==> config.mk <==
export PLATFORM = sky130hd
export DESIGN_NAME = okm_seq
export DESIGN_NICKNAME = d
export VERILOG_FILES = /design/src/rtl/okm_pkg.sv /design/src/rtl/okm_seq.sv
export SDC_FILE = /design/constraint.sdc
export NUM_CORES = 1
export LEC_CHECK = 0
export ABC_AREA = 1
export BUFFER_PORTS_ARGS = -buffer_cell sky130_fd_sc_hd__buf_2
export CAP_MARGIN = 20
export CORE_MARGIN = 5
export CORE_UTILIZATION = 35
export DETAILED_ROUTE_END_ITERATION = 16
export PLACE_DENSITY = 0.61
export REMOVE_ABC_BUFFERS = 1
export SKIP_CTS_REPAIR_TIMING = 1
export SYNTH_ARGS = -nofsm -noshare
export SYNTH_HDL_FRONTEND = slang
export SYNTH_SLANG_ARGS = --single-unit
export TNS_END_PERCENT = 5
==> constraint.sdc <==
create_clock -name clk -period 13.4 [get_ports clk]
set_clock_uncertainty 0.05 [all_clocks]
set_input_delay 2.68 -clock clk [delete_from_list [all_inputs] [get_ports clk]]
set_output_delay 2.68 -clock clk [all_outputs]
set_load 0.005 [all_outputs]
==> src/rtl/okm_pkg.sv <==
`timescale 1ns / 1ps
`default_nettype none

package okm_pkg;

	// Results kept for one input word; later results are not reported
	localparam int RESULT_CAP = 64;

	// Command modes
	localparam logic [1:0] MODE_PUSH    = 2'd0;
	localparam logic [1:0] MODE_ORDERED = 2'd1;
	localparam logic [1:0] MODE_FINAL   = 2'd2;

	// Entry kinds that bypass ordering
	localparam logic [1:0] KIND_INTERVAL = 2'd1;
	localparam logic [1:0] KIND_COUNT    = 2'd2;

	// Result status codes
	localparam logic STATUS_EMIT = 1'b0;
	localparam logic STATUS_DROP = 1'b1;

	// One stored lane entry
	typedef struct packed {
		logic [1:0]  kind;
		logic [63:0] key;
		logic [63:0] payload;
	} entry_t;

	// Result word from the sequencer to the output stage
	typedef struct packed {
		logic        valid;
		entry_t      ent;
		logic [1:0]  lane;
		logic        status;
	} emit_t;

endpackage

`default_nettype wire

==> src/rtl/okm_seq.sv <==
`timescale 1ns / 1ps
`default_nettype none

module okm_seq #(
	parameter int LANES      = 4,
	parameter int LANE_DEPTH = 16
) (
	input  wire                                   clk,
	input  wire                                   arst_n,
	input  wire                                   start,
	input  wire [1:0]                             mode,
	input  wire [1:0]                             lane,
	input  wire [1:0]                             kind,
	input  wire [63:0]                            sort_key,
	input  wire [63:0]                            payload,
	input  wire                                   count_unordered,
	output logic                                  busy,
	output logic                                  ram_we,
	output logic [$clog2(LANES*LANE_DEPTH)-1:0]   ram_waddr,
	output okm_pkg::entry_t                       ram_wdata,
	output logic [$clog2(LANES*LANE_DEPTH)-1:0]   ram_raddr,
	input  wire okm_pkg::entry_t                  ram_rdata,
	output okm_pkg::emit_t                        emit,
	output logic                                  done
);

	import okm_pkg::*;

	localparam int AW = $clog2(LANES * LANE_DEPTH);
	localparam int LW = (LANES > 1) ? $clog2(LANES) : 1;
	localparam int HW = $clog2(LANE_DEPTH);
	localparam int FW = $clog2(LANE_DEPTH + 1);

	typedef enum logic [7:0] {
		S_IDLE    = 8'b0000_0001,
		S_PUSH    = 8'b0000_0010,
		S_SETTLE  = 8'b0000_0100,
		S_EVAL    = 8'b0000_1000,
		S_SCAN    = 8'b0001_0000,
		S_EMIT_RD = 8'b0010_0000,
		S_EMIT    = 8'b0100_0000,
		S_DONE    = 8'b1000_0000
	} state_t;

	state_t          state_q;
	logic [LW-1:0]   cur_q;
	logic [LW-1:0]   best_q;
	logic [63:0]     best_key_q;
	logic            found_q;
	logic            merge_q;
	logic            all_q;
	logic            final_q;
	logic            lane_ok_q;
	logic [1:0]      in_lane_q;
	entry_t          in_ent_q;
	logic [63:0]     last_int_q;
	logic [63:0]     last_cnt_q;

	logic [HW-1:0]   head_q  [LANES];
	logic [FW-1:0]   fill_q  [LANES];
	logic            cacc_q  [LANES];
	logic            live_q  [LANES];
	logic [63:0]     keys_q  [LANES];

	// current lane view
	logic [HW-1:0]   cur_head;
	logic [FW-1:0]   cur_fill;
	logic            lane_full;
	logic [HW:0]     tail_sum;
	logic [HW-1:0]   tail_slot;
	logic [HW-1:0]   head_inc;
	logic [AW-1:0]   lane_base;
	logic            cur_is_last;

	// shared 64-bit compare unit
	logic [63:0]     cmp_a;
	logic [63:0]     cmp_b;
	logic            lt;

	// head evaluation and sequencing decisions
	logic            is_int;
	logic            is_cnt_chk;
	logic            ev_emit;
	logic            ev_pop;
	logic            ev_set_int;
	logic            ev_set_cnt;
	logic            ev_set_cacc;
	logic            ev_ordered;
	logic            settle_end;
	logic            settle_live;
	logic            all_n;
	logic            next_lane;
	logic            to_scan;
	logic            take;
	logic            found_n;
	logic [LW-1:0]   best_n;
	logic            pop;

	// lane addressing
	always_comb begin
		cur_head    = head_q[cur_q];
		cur_fill    = fill_q[cur_q];
		lane_full   = (cur_fill == FW'(LANE_DEPTH));
		tail_sum    = (HW+1)'(cur_head) + (HW+1)'(cur_fill);
		if (tail_sum >= (HW+1)'(LANE_DEPTH)) begin
			tail_sum = tail_sum - (HW+1)'(LANE_DEPTH);
		end
		tail_slot   = tail_sum[HW-1:0];
		head_inc    = (cur_head == HW'(LANE_DEPTH - 1)) ? '0 : cur_head + 1'b1;
		lane_base   = AW'(cur_q) * AW'(LANE_DEPTH);
		cur_is_last = (cur_q == LW'(LANES - 1));
	end

	assign ram_raddr = lane_base + AW'(cur_head);
	assign ram_waddr = lane_base + AW'(tail_slot);
	assign ram_wdata = in_ent_q;
	assign ram_we    = (state_q == S_PUSH) && lane_ok_q && !lane_full;

	// compare operands: tick check in EVAL, min scan in SCAN
	always_comb begin
		is_int     = (ram_rdata.kind == KIND_INTERVAL);
		is_cnt_chk = (ram_rdata.kind == KIND_COUNT) && !cacc_q[cur_q];
		if (state_q == S_SCAN) begin
			cmp_a = keys_q[cur_q];
			cmp_b = best_key_q;
		end else begin
			cmp_a = is_int ? last_int_q : last_cnt_q;
			cmp_b = ram_rdata.key;
		end
		lt = (cmp_a < cmp_b);
	end

	// head evaluation
	always_comb begin
		ev_emit     = 1'b0;
		ev_pop      = 1'b0;
		ev_set_int  = 1'b0;
		ev_set_cnt  = 1'b0;
		ev_set_cacc = 1'b0;
		ev_ordered  = 1'b0;
		if (is_int) begin
			ev_emit    = lt;
			ev_set_int = lt;
			ev_pop     = 1'b1;
		end else if (is_cnt_chk) begin
			if (!lt) begin
				ev_pop = 1'b1;
			end else begin
				ev_set_cnt = 1'b1;
				if (count_unordered) begin
					ev_emit = 1'b1;
					ev_pop  = 1'b1;
				end else begin
					ev_set_cacc = 1'b1;
					ev_ordered  = 1'b1;
				end
			end
		end else begin
			ev_ordered = 1'b1;
		end
	end

	// end of a lane settle, and where to go next
	always_comb begin
		settle_end  = 1'b0;
		settle_live = 1'b0;
		if (state_q == S_SETTLE && cur_fill == '0) begin
			settle_end = 1'b1;
		end else if (state_q == S_EVAL && ev_ordered) begin
			settle_end  = 1'b1;
			settle_live = 1'b1;
		end
		all_n     = all_q & (settle_live | !settle_end);
		next_lane = settle_end && !merge_q && !cur_is_last;
		to_scan   = settle_end && !next_lane && (all_n || final_q);
		pop       = (state_q == S_EVAL && ev_pop) || (state_q == S_EMIT);
	end

	// min scan step, strict compare keeps the lowest lane on ties
	always_comb begin
		take    = live_q[cur_q] && (!found_q || lt);
		found_n = found_q | take;
		best_n  = take ? cur_q : best_q;
	end

	// result word
	always_comb begin
		emit.valid  = 1'b0;
		emit.ent    = ram_rdata;
		emit.lane   = 2'(cur_q);
		emit.status = STATUS_EMIT;
		case (state_q)
			S_PUSH: begin
				emit.valid  = lane_ok_q && lane_full;
				emit.ent    = in_ent_q;
				emit.lane   = in_lane_q;
				emit.status = STATUS_DROP;
			end
			S_EVAL: begin
				emit.valid = ev_emit;
			end
			S_EMIT: begin
				emit.valid = 1'b1;
			end
			default: begin
				emit.valid = 1'b0;
			end
		endcase
	end

	assign busy = (state_q != S_IDLE);
	assign done = (state_q == S_DONE);

	// sequencer
	always_ff @(posedge clk or negedge arst_n) begin
		if (!arst_n) begin
			state_q    <= S_IDLE;
			cur_q      <= '0;
			best_q     <= '0;
			best_key_q <= '0;
			found_q    <= 1'b0;
			merge_q    <= 1'b0;
			all_q      <= 1'b0;
			final_q    <= 1'b0;
			lane_ok_q  <= 1'b0;
			in_lane_q  <= '0;
			last_int_q <= '0;
			last_cnt_q <= '0;
			for (int i = 0; i < LANES; i++) begin
				head_q[i] <= '0;
				fill_q[i] <= '0;
				cacc_q[i] <= 1'b0;
				live_q[i] <= 1'b0;
			end
		end else begin
			// lane pop
			if (pop) begin
				head_q[cur_q] <= head_inc;
				fill_q[cur_q] <= cur_fill - 1'b1;
				cacc_q[cur_q] <= 1'b0;
			end
			// tick bookkeeping
			if (state_q == S_EVAL) begin
				if (ev_set_int) begin
					last_int_q <= ram_rdata.key;
				end
				if (ev_set_cnt) begin
					last_cnt_q <= ram_rdata.key;
				end
				if (ev_set_cacc) begin
					cacc_q[cur_q] <= 1'b1;
				end
			end
			if (settle_end) begin
				live_q[cur_q] <= settle_live;
				all_q         <= all_n;
			end

			case (state_q)
				S_IDLE: begin
					if (start) begin
						final_q   <= (mode == MODE_FINAL);
						in_lane_q <= lane;
						lane_ok_q <= (int'(lane) < LANES);
						// push works on its lane, reads start at lane 0
						cur_q     <= (mode == MODE_PUSH && int'(lane) < LANES) ?
							LW'(lane) : '0;
						merge_q   <= 1'b0;
						all_q     <= 1'b1;
						case (mode)
							MODE_PUSH: begin
								state_q <= S_PUSH;
							end
							MODE_ORDERED, MODE_FINAL: begin
								state_q <= S_SETTLE;
							end
							default: begin
								state_q <= S_DONE;
							end
						endcase
					end
				end
				S_PUSH: begin
					if (ram_we) begin
						fill_q[cur_q] <= cur_fill + 1'b1;
					end
					state_q <= S_DONE;
				end
				S_SETTLE, S_EVAL: begin
					if (state_q == S_SETTLE && !settle_end) begin
						state_q <= S_EVAL;
					end else if (state_q == S_EVAL && !settle_end) begin
						state_q <= S_SETTLE;
					end else if (next_lane) begin
						cur_q   <= cur_q + 1'b1;
						state_q <= S_SETTLE;
					end else if (to_scan) begin
						cur_q   <= '0;
						found_q <= 1'b0;
						state_q <= S_SCAN;
					end else begin
						state_q <= S_DONE;
					end
				end
				S_SCAN: begin
					found_q <= found_n;
					best_q  <= best_n;
					if (take) begin
						best_key_q <= keys_q[cur_q];
					end
					if (!cur_is_last) begin
						cur_q <= cur_q + 1'b1;
					end else if (found_n) begin
						cur_q   <= best_n;
						state_q <= S_EMIT_RD;
					end else begin
						state_q <= S_DONE;
					end
				end
				S_EMIT_RD: begin
					state_q <= S_EMIT;
				end
				S_EMIT: begin
					merge_q <= 1'b1;
					state_q <= S_SETTLE;
				end
				S_DONE: begin
					state_q <= S_IDLE;
				end
				default: begin
					state_q <= S_IDLE;
				end
			endcase
		end
	end

	// latched push word and ordered head keys
	always_ff @(posedge clk) begin
		if (state_q == S_IDLE && start) begin
			in_ent_q.kind    <= kind;
			in_ent_q.key     <= sort_key;
			in_ent_q.payload <= payload;
		end
		if (state_q == S_EVAL && ev_ordered) begin
			keys_q[cur_q] <= ram_rdata.key;
		end
	end

endmodule

`default_nettype wire

==> impl_summary.txt, run 1 <==
----------------------------------------------------
[Worst setup path]
  Reg-to-reg setup timing slack ... 6.91 ns
  Maximum fanout encountered on the critical timing path ... 64
  Launching element type of the critical path ... input pin
  Required time of the critical path ... 10.67 ns
  Arr. time, crit path ... 6.59 ns
  Critical Setup Path Class ... in2out
  Crit. End Element ... primary output

[Power and ir drop]
  Ratio of total power to cell area ... 173 nW/µm²
  Cell leakage power ... 15.7 nW
  VDD IR max ... 0.0000941 V

[GRT]
  Via count of the first global-routing pass ... 22600
  Total routing resource utilization after global routing ... 19.2%
  Initial antenna violation count ... 18
  GRT Residual Overflow ... 0
  First-pass GRT wire length ... 136000 µm
  Maximum number of pins on one net before global-route repair ... 150

[Floorplan]
  Placeable core region ... 83800 µm²
  Row count ... 106
  Die Y ... 301 µm
  Initial Util ... 35.3%
  Die width ... 301 µm
  Die area ... 90500 µm²
  Io pins ... 547

[Synthesis]
  Mean post-synth cell area ... 9.85 µm²
  Dominant register cell in the synthesized netlist ... sky130_fd_sc_hd__edfxtp_1
  Netlist area before placement ... 29600 µm²
  Cell types occupying the most area after synthesis ... sky130_fd_sc_hd__edfxtp_1 (39%), sky130_fd_sc_hd__dfrtp_1 (21%), sky130_fd_sc_hd__nand2_1 (9.2%)
  Seq/Total Area, Yosys ... 60.7%
  Warnings from Yosys ... 0
  Proportion of synthesized flip-flops having asynchronous set or reset ... 39.8%
  Number of cells produced by synthesis ... 3008
  Largest area contributor in the netlist ... sky130_fd_sc_hd__edfxtp_1
  Post-synth top area share ... 39.1%
  Number of flops mapped to enable cells by yosys ... 386
  Count of different cell masters after synthesis ... 55
  FF+latch count, synth ... 641

[Routing]
  Number of DRC markers after the initial detailed-route iteration ... 1495
  Per-cell routed wire length ... 19.2 µm
  Via total after detailed routing ... 23000
  Routed Wire Length ... 89900 µm
  Antenna viol nets, final ... 0
  First-pass DRT Iterations ... 5
  DRC ... 0
  Detailed-route vias per instance ... 4.91

[STA]
  Maximum clock frequency ... 107 MHz
  Min Tclk post-route ... 9.32 ns
  Slack of the critical path ... 4.08 ns
  Number of max-slew violations in the final report ... 0
  Total setup violations reported at the end of the flow ... 0
  Remaining max-slew budget at the tightest pin ... 28.6%
  Part of the cycle the worst path needs ... 69.6%
  Setup tns final ... 0 ns
  RSZ-0062 raised after global routing ... false
  Slew at the pin closest to its max-slew limit ... 1.07 ns
  Hold violation count in the final report ... 0

[CTS]
  Latest clock arrival within the worst-skew pair ... 0.63 ns
  Cell chosen for the clock root ... sky130_fd_sc_hd__clkbuf_16
  Number of H-tree levels ... 3
  TritonCTS Sinks ... 641
  Clock slew at the register clock pins of the worst setup and hold paths ... 0.06 ns
  TritonCTS clock tree ... done
  Number of buffers created by CTS ... 72
  Maximum clock insertion buffer count ... 3

[Placement]
  # port buffers ... 546
  Sum of net half-perimeters after detailed placement ... 60500 µm
  Final GP Congestion ... 0.884
  Placed cell count ... 4550
  Pre-CTS setup slack ... 4.08 ns

[Layout]
  Number of nets in the finished design ... 3837
  Most frequent standard cell in the layout excluding fill and tap cells ... sky130_fd_sc_hd__nand2_1
  Fill cell count ... 8292
  Commonest cells after routing, fill and taps aside ... sky130_fd_sc_hd__nand2_1 (726), sky130_fd_sc_hd__buf_2 (545), sky130_fd_sc_hd__edfxtp_1 (386), sky130_fd_sc_hd__o21ai_0 (333), sky130_fd_sc_hd__nor2_1 (254)
  Area growth from synthesis to layout ... 20.6%
  Non-Filler Instances ... 4690
  Fraction of final layout cells sized beyond drive strength 1 ... 25.0%

[Run]
  Max_cap viols ... 0

[Min path]
  Class of the most critical hold timing path ... reg2reg

[Run status]
  Status ... finished clean

----------------------------------------------------
-- per-stage QoR --
stage	total power [mW]	hold slack, ns	instance area (µm²)	utilization [%]
2_1_floorplan	3.59	0.373	28800	-
4_1_cts	6.24	0.425	35700	42.6
5_1_grt	6.53	0.438	35700	42.6
6_report	6.17	0.424	35700	42.6
3_3_place_gp	4.16	0.405	33200	39.6
3_5_place_dp	4.18	0.409	33200	39.6
-- cells by family after synthesis --
family	after synthesis	synth area share [%]
xor+xnor	7	0.207
mux	17	0.579
buf+inv	432	6.25
simple gates	1118	15.4
compound gates	715	13.6
fa+ha+maj	78	3.32
flops	641	60.7
-- power by group --
| part | total, mW | switching [mW] | internal [mW] |
|---|---|---|---|
| clock network | 2.04 | 0.845 | 1.20 |
| logic | 1.45 | 0.916 | 0.535 |
| registers | 2.68 | 0.207 | 2.47 |
| total | 6.17 | 1.97 | 4.20 |
-- routing by layer --
metal,global-route usage (%),share of wire (%),vias to the layer above,wire length (µm)
met5,0,0.061,-,55
met2,33.4,49,738,44000
li1,-,-,11100,-
met3,3.48,6.4,136,5730
met1,24.7,42,11000,37600
met4,5.77,2.8,8,2560
-- synthesized netlist by cell type, types with 23 or more instances --
library cell and instances:
sky130_fd_sc_hd__a21oi_1 79, sky130_fd_sc_hd__nand3_1 35, sky130_fd_sc_hd__nand2_1 727, sky130_fd_sc_hd__a31oi_1 50
sky130_fd_sc_hd__nor2_1 260, sky130_fd_sc_hd__edfxtp_1 386, sky130_fd_sc_hd__inv_1 202, sky130_fd_sc_hd__o22ai_1 67
sky130_fd_sc_hd__buf_6 23, sky130_fd_sc_hd__ha_1 77, sky130_fd_sc_hd__clkbuf_1 114, sky130_fd_sc_hd__dfrtp_1 254
sky130_fd_sc_hd__a21oi_2 54, sky130_fd_sc_hd__inv_2 64, sky130_fd_sc_hd__o21ai_0 333, sky130_fd_sc_hd__o21ai_1 103
sky130_fd_sc_hd__nor2_2 47
-- flip-flops by register name, summed over array words and instances, names as in the netlist, 8 cells and up --
| register | flops |
|---|---|
| keys_q | 256 |
| ram_wdata | 130 |
| best_key_q | 64 |
| last_cnt_q | 64 |
| last_int_q | 64 |
| fill_q | 20 |
| head_q | 16 |
| state_q | 8 |
-- cell type report --
class,count,area [µm²],share of cell area [%]
flip-flops and latches,641,18000,50.3
clock buffers,91,1970,5.53
clock inverters,43,489,1.37
repair buffers,574,2990,8.36
multi-input cells,1935,9840,27.6
diodes,5,12.5,0.0350
inverters,267,1020,2.85
well taps,1134,1420,3.97
-- critical path, stage by stage --
cell	delay (ns)
sky130_fd_sc_hd__buf_2	0.10
sky130_fd_sc_hd__inv_1	0.07
sky130_fd_sc_hd__nor2_4	0.13
sky130_fd_sc_hd__buf_4	0.77
sky130_fd_sc_hd__mux2i_1	0.25
sky130_fd_sc_hd__o21ai_0	0.11
sky130_fd_sc_hd__ha_1	0.36
sky130_fd_sc_hd__nand4_1	0.09
sky130_fd_sc_hd__nor3_1	0.55
sky130_fd_sc_hd__nand3_1	0.21
sky130_fd_sc_hd__nor4_1	0.28
sky130_fd_sc_hd__nand2_2	0.15
sky130_fd_sc_hd__nand2_1	0.12
sky130_fd_sc_hd__nor3_2	0.08
sky130_fd_sc_hd__a2111o_1	0.44
sky130_fd_sc_hd__buf_2	0.15
-- final timing paths --
kind                                       end  depth (start not counted)           start
worst min register to register       head_q[7]                          2       head_q[7]
max in group asynchronous           head_q[14]                          2          arst_n
worst max register to register   keys_q[3][51]                         21        cur_q[1]
worst max-delay path                 emit[133]                         16  ram_rdata[128]
worst min-delay path                 head_q[7]                          2       head_q[7]
min in group asynchronous       best_key_q[30]                          1          arst_n
No activity file was read; power rests on OpenSTA's default activity.
==> inputs of run 2 (changes only) <==
Clock period 13.4 ns to 9.52 ns, I/O delays scaled along.
==> impl_summary.txt, run 2 (same netlist as run 1, synthesis figures left out) <==
----------------------------------------------------
[CTS]
  Clock slew at the register clock pins of the worst setup and hold paths ... 0.05 ns
  TritonCTS Sinks ... 641
  TritonCTS clock tree ... done
  Maximum clock insertion buffer count ... 3
  Cell chosen for the clock root ... sky130_fd_sc_hd__clkbuf_16
  Latest clock arrival within the worst-skew pair ... 0.62 ns
  Number of buffers created by CTS ... 76
  Number of H-tree levels ... 3

[Layout]
  Commonest cells after routing, fill and taps aside ... sky130_fd_sc_hd__nand2_1 (726), sky130_fd_sc_hd__buf_2 (545), sky130_fd_sc_hd__edfxtp_1 (386), sky130_fd_sc_hd__o21ai_0 (333), sky130_fd_sc_hd__nor2_1 (254)
  Fill cell count ... 8310
  Most flop-heavy register ... keys_q
  Fraction of final layout cells sized beyond drive strength 1 ... 25.5%
  Non-Filler Instances ... 4702
  Area used by sequential logic in the layout ... 18000 µm²
  Most frequent standard cell in the layout excluding fill and tap cells ... sky130_fd_sc_hd__nand2_1
  Area growth from synthesis to layout ... 21.6%
  Number of nets in the finished design ... 3845
  Number of flip-flops in the largest register ... 256
  Final instance area ... 36000 µm²
  Multi-input gate area ... 9840 µm²
  Utilization after layout ... 43.0%

[Worst setup path]
  Capturing point of the worst reg2reg path ... keys_q[1][24]
  Maximum fanout encountered on the critical timing path ... 64
  R2r worst-path depth ... 20
  Arr. time, crit path ... 5.71 ns
  Reg-to-reg setup timing slack ... 3.16 ns
  Launching element type of the critical path ... input pin
  Critical Setup Path Class ... in2out
  Critical register-to-register path startpoint ... cur_q[0]
  Crit. End Element ... primary output
  Required time of the critical path ... 7.57 ns

[Min path]
  Worst hold endpoint ... lane_ok_q
  Class of the most critical hold timing path ... reg2reg
  Number of stages on the worst hold path ... 2
  Start point of the worst hold path ... lane_ok_q

[GRT]
  Total routing resource utilization after global routing ... 19.5%
  Initial antenna violation count ... 20
  Via count of the first global-routing pass ... 22800
  GRT Residual Overflow ... 0
  First-pass GRT wire length ... 137000 µm
  Maximum number of pins on one net before global-route repair ... 134

[Placement]
  Pre-CTS setup slack ... 1.79 ns
  Area after detailed placement ... 33200 µm²
  Final GP Congestion ... 0.883
  # port buffers ... 546
  Placed cell count ... 4554
  Sum of net half-perimeters after detailed placement ... 61400 µm

[Routing]
  Via total after detailed routing ... 23100
  First-pass DRT Iterations ... 5
  Routed Wire Length ... 90300 µm
  Per-cell routed wire length ... 19.2 µm
  Number of DRC markers after the initial detailed-route iteration ... 1681
  DRC ... 0
  Detailed-route vias per instance ... 4.92
  Antenna viol nets, final ... 0

[Floorplan]
  Die Y ... 301 µm
  Row count ... 106
  Initial Util ... 35.3%
  Placeable core region ... 83800 µm²
  Io pins ... 547
  Die width ... 301 µm
  Die area ... 90500 µm²

[STA]
  Min Tclk post-route ... 7.67 ns
  Slew at the pin closest to its max-slew limit ... 0.988 ns
  Maximum clock frequency ... 130 MHz
  Slack of the critical path ... 1.85 ns
  RSZ-0062 raised after global routing ... false
  Remaining max-slew budget at the tightest pin ... 34.1%
  Total setup violations reported at the end of the flow ... 0
  Part of the cycle the worst path needs ... 80.5%
  Number of max-slew violations in the final report ... 0
  Hold violation count in the final report ... 0
  Final worst hold slack ... 0.415 ns

[Run status]
  Status ... finished clean

[Power and ir drop]
  VDD IR max ... 0.000141 V
  Ratio of total power to cell area ... 248 nW/µm²
  Cell leakage power ... 15.8 nW

[Run]
  Max_cap viols ... 0

----------------------------------------------------
[run 2: stage by stage]
| stage | power [mW] | TNS (ns) |
|---|---|---|
| floorplan | 5.05 | -374.47 |
| global placement | 5.85 | 0 |
| detailed placement | 5.88 | 0 |
| CTS | 9.05 | 0 |
| global route | 9.48 | 0 |
| finish | 8.93 | 0 |
[run 2: per-layer routing]
metal,part of all wire (%),vias up,track usage (%)
met2,49,719,33.4
met3,6.9,147,4.15
li1,-,11100,-
met4,2.5,14,5.64
met5,0.090,-,0
met1,41,11100,25.1
[run 2: report_power, final]
group	switching (mW)	leakage [nW]	internal (mW)	total, mW
clock	1.20	1.33	1.92	3.12
sequential	0.279	6.65	3.48	3.76
combinational	1.29	7.85	0.758	2.05
total	2.77	15.8	6.16	8.93
[run 2: worst max path at each step]
stage                    from  slack [ns]  cells after the start            to
6_report       ram_rdata[128]        1.85                     16     emit[133]
5_1_grt              cur_q[0]        1.32                     16     emit[133]
4_1_cts        ram_rdata[128]        1.76                     16     emit[133]
3_5_place_dp   ram_rdata[128]        1.79                     16     emit[133]
3_3_place_gp   ram_rdata[128]        1.84                     16     emit[133]
2_1_floorplan  ram_rdata[128]       -1.41                     19  keys_q[0][0]
[run 2: critical path, stage by stage]
cell and delay [ns]:
sky130_fd_sc_hd__buf_2 0.10, sky130_fd_sc_hd__inv_1 0.07, sky130_fd_sc_hd__nor2_4 0.13, sky130_fd_sc_hd__buf_4 0.69, sky130_fd_sc_hd__mux2i_1 0.26, sky130_fd_sc_hd__o21ai_0 0.10, sky130_fd_sc_hd__ha_1 0.35, sky130_fd_sc_hd__nand4_1 0.08
sky130_fd_sc_hd__nor3_1 0.48, sky130_fd_sc_hd__nand3_1 0.20, sky130_fd_sc_hd__nor4_1 0.26, sky130_fd_sc_hd__nand2_2 0.15, sky130_fd_sc_hd__nand2_1 0.12, sky130_fd_sc_hd__nor3_2 0.08, sky130_fd_sc_hd__a2111o_1 0.46, sky130_fd_sc_hd__buf_2 0.16
[run 2: area by class of cell]
type                            count  share of cell area [%]
Multi-Input combinational cell   1935                    27.3
Tap cell                         1134                    3.94
Clock buffer                       92                    5.91
Antenna cell                        8                  0.0556
Sequential cell                   641                    49.9
Inverter                          267                    2.83
Clock inverter                     47                    1.64
Timing Repair Buffer              578                    8.35
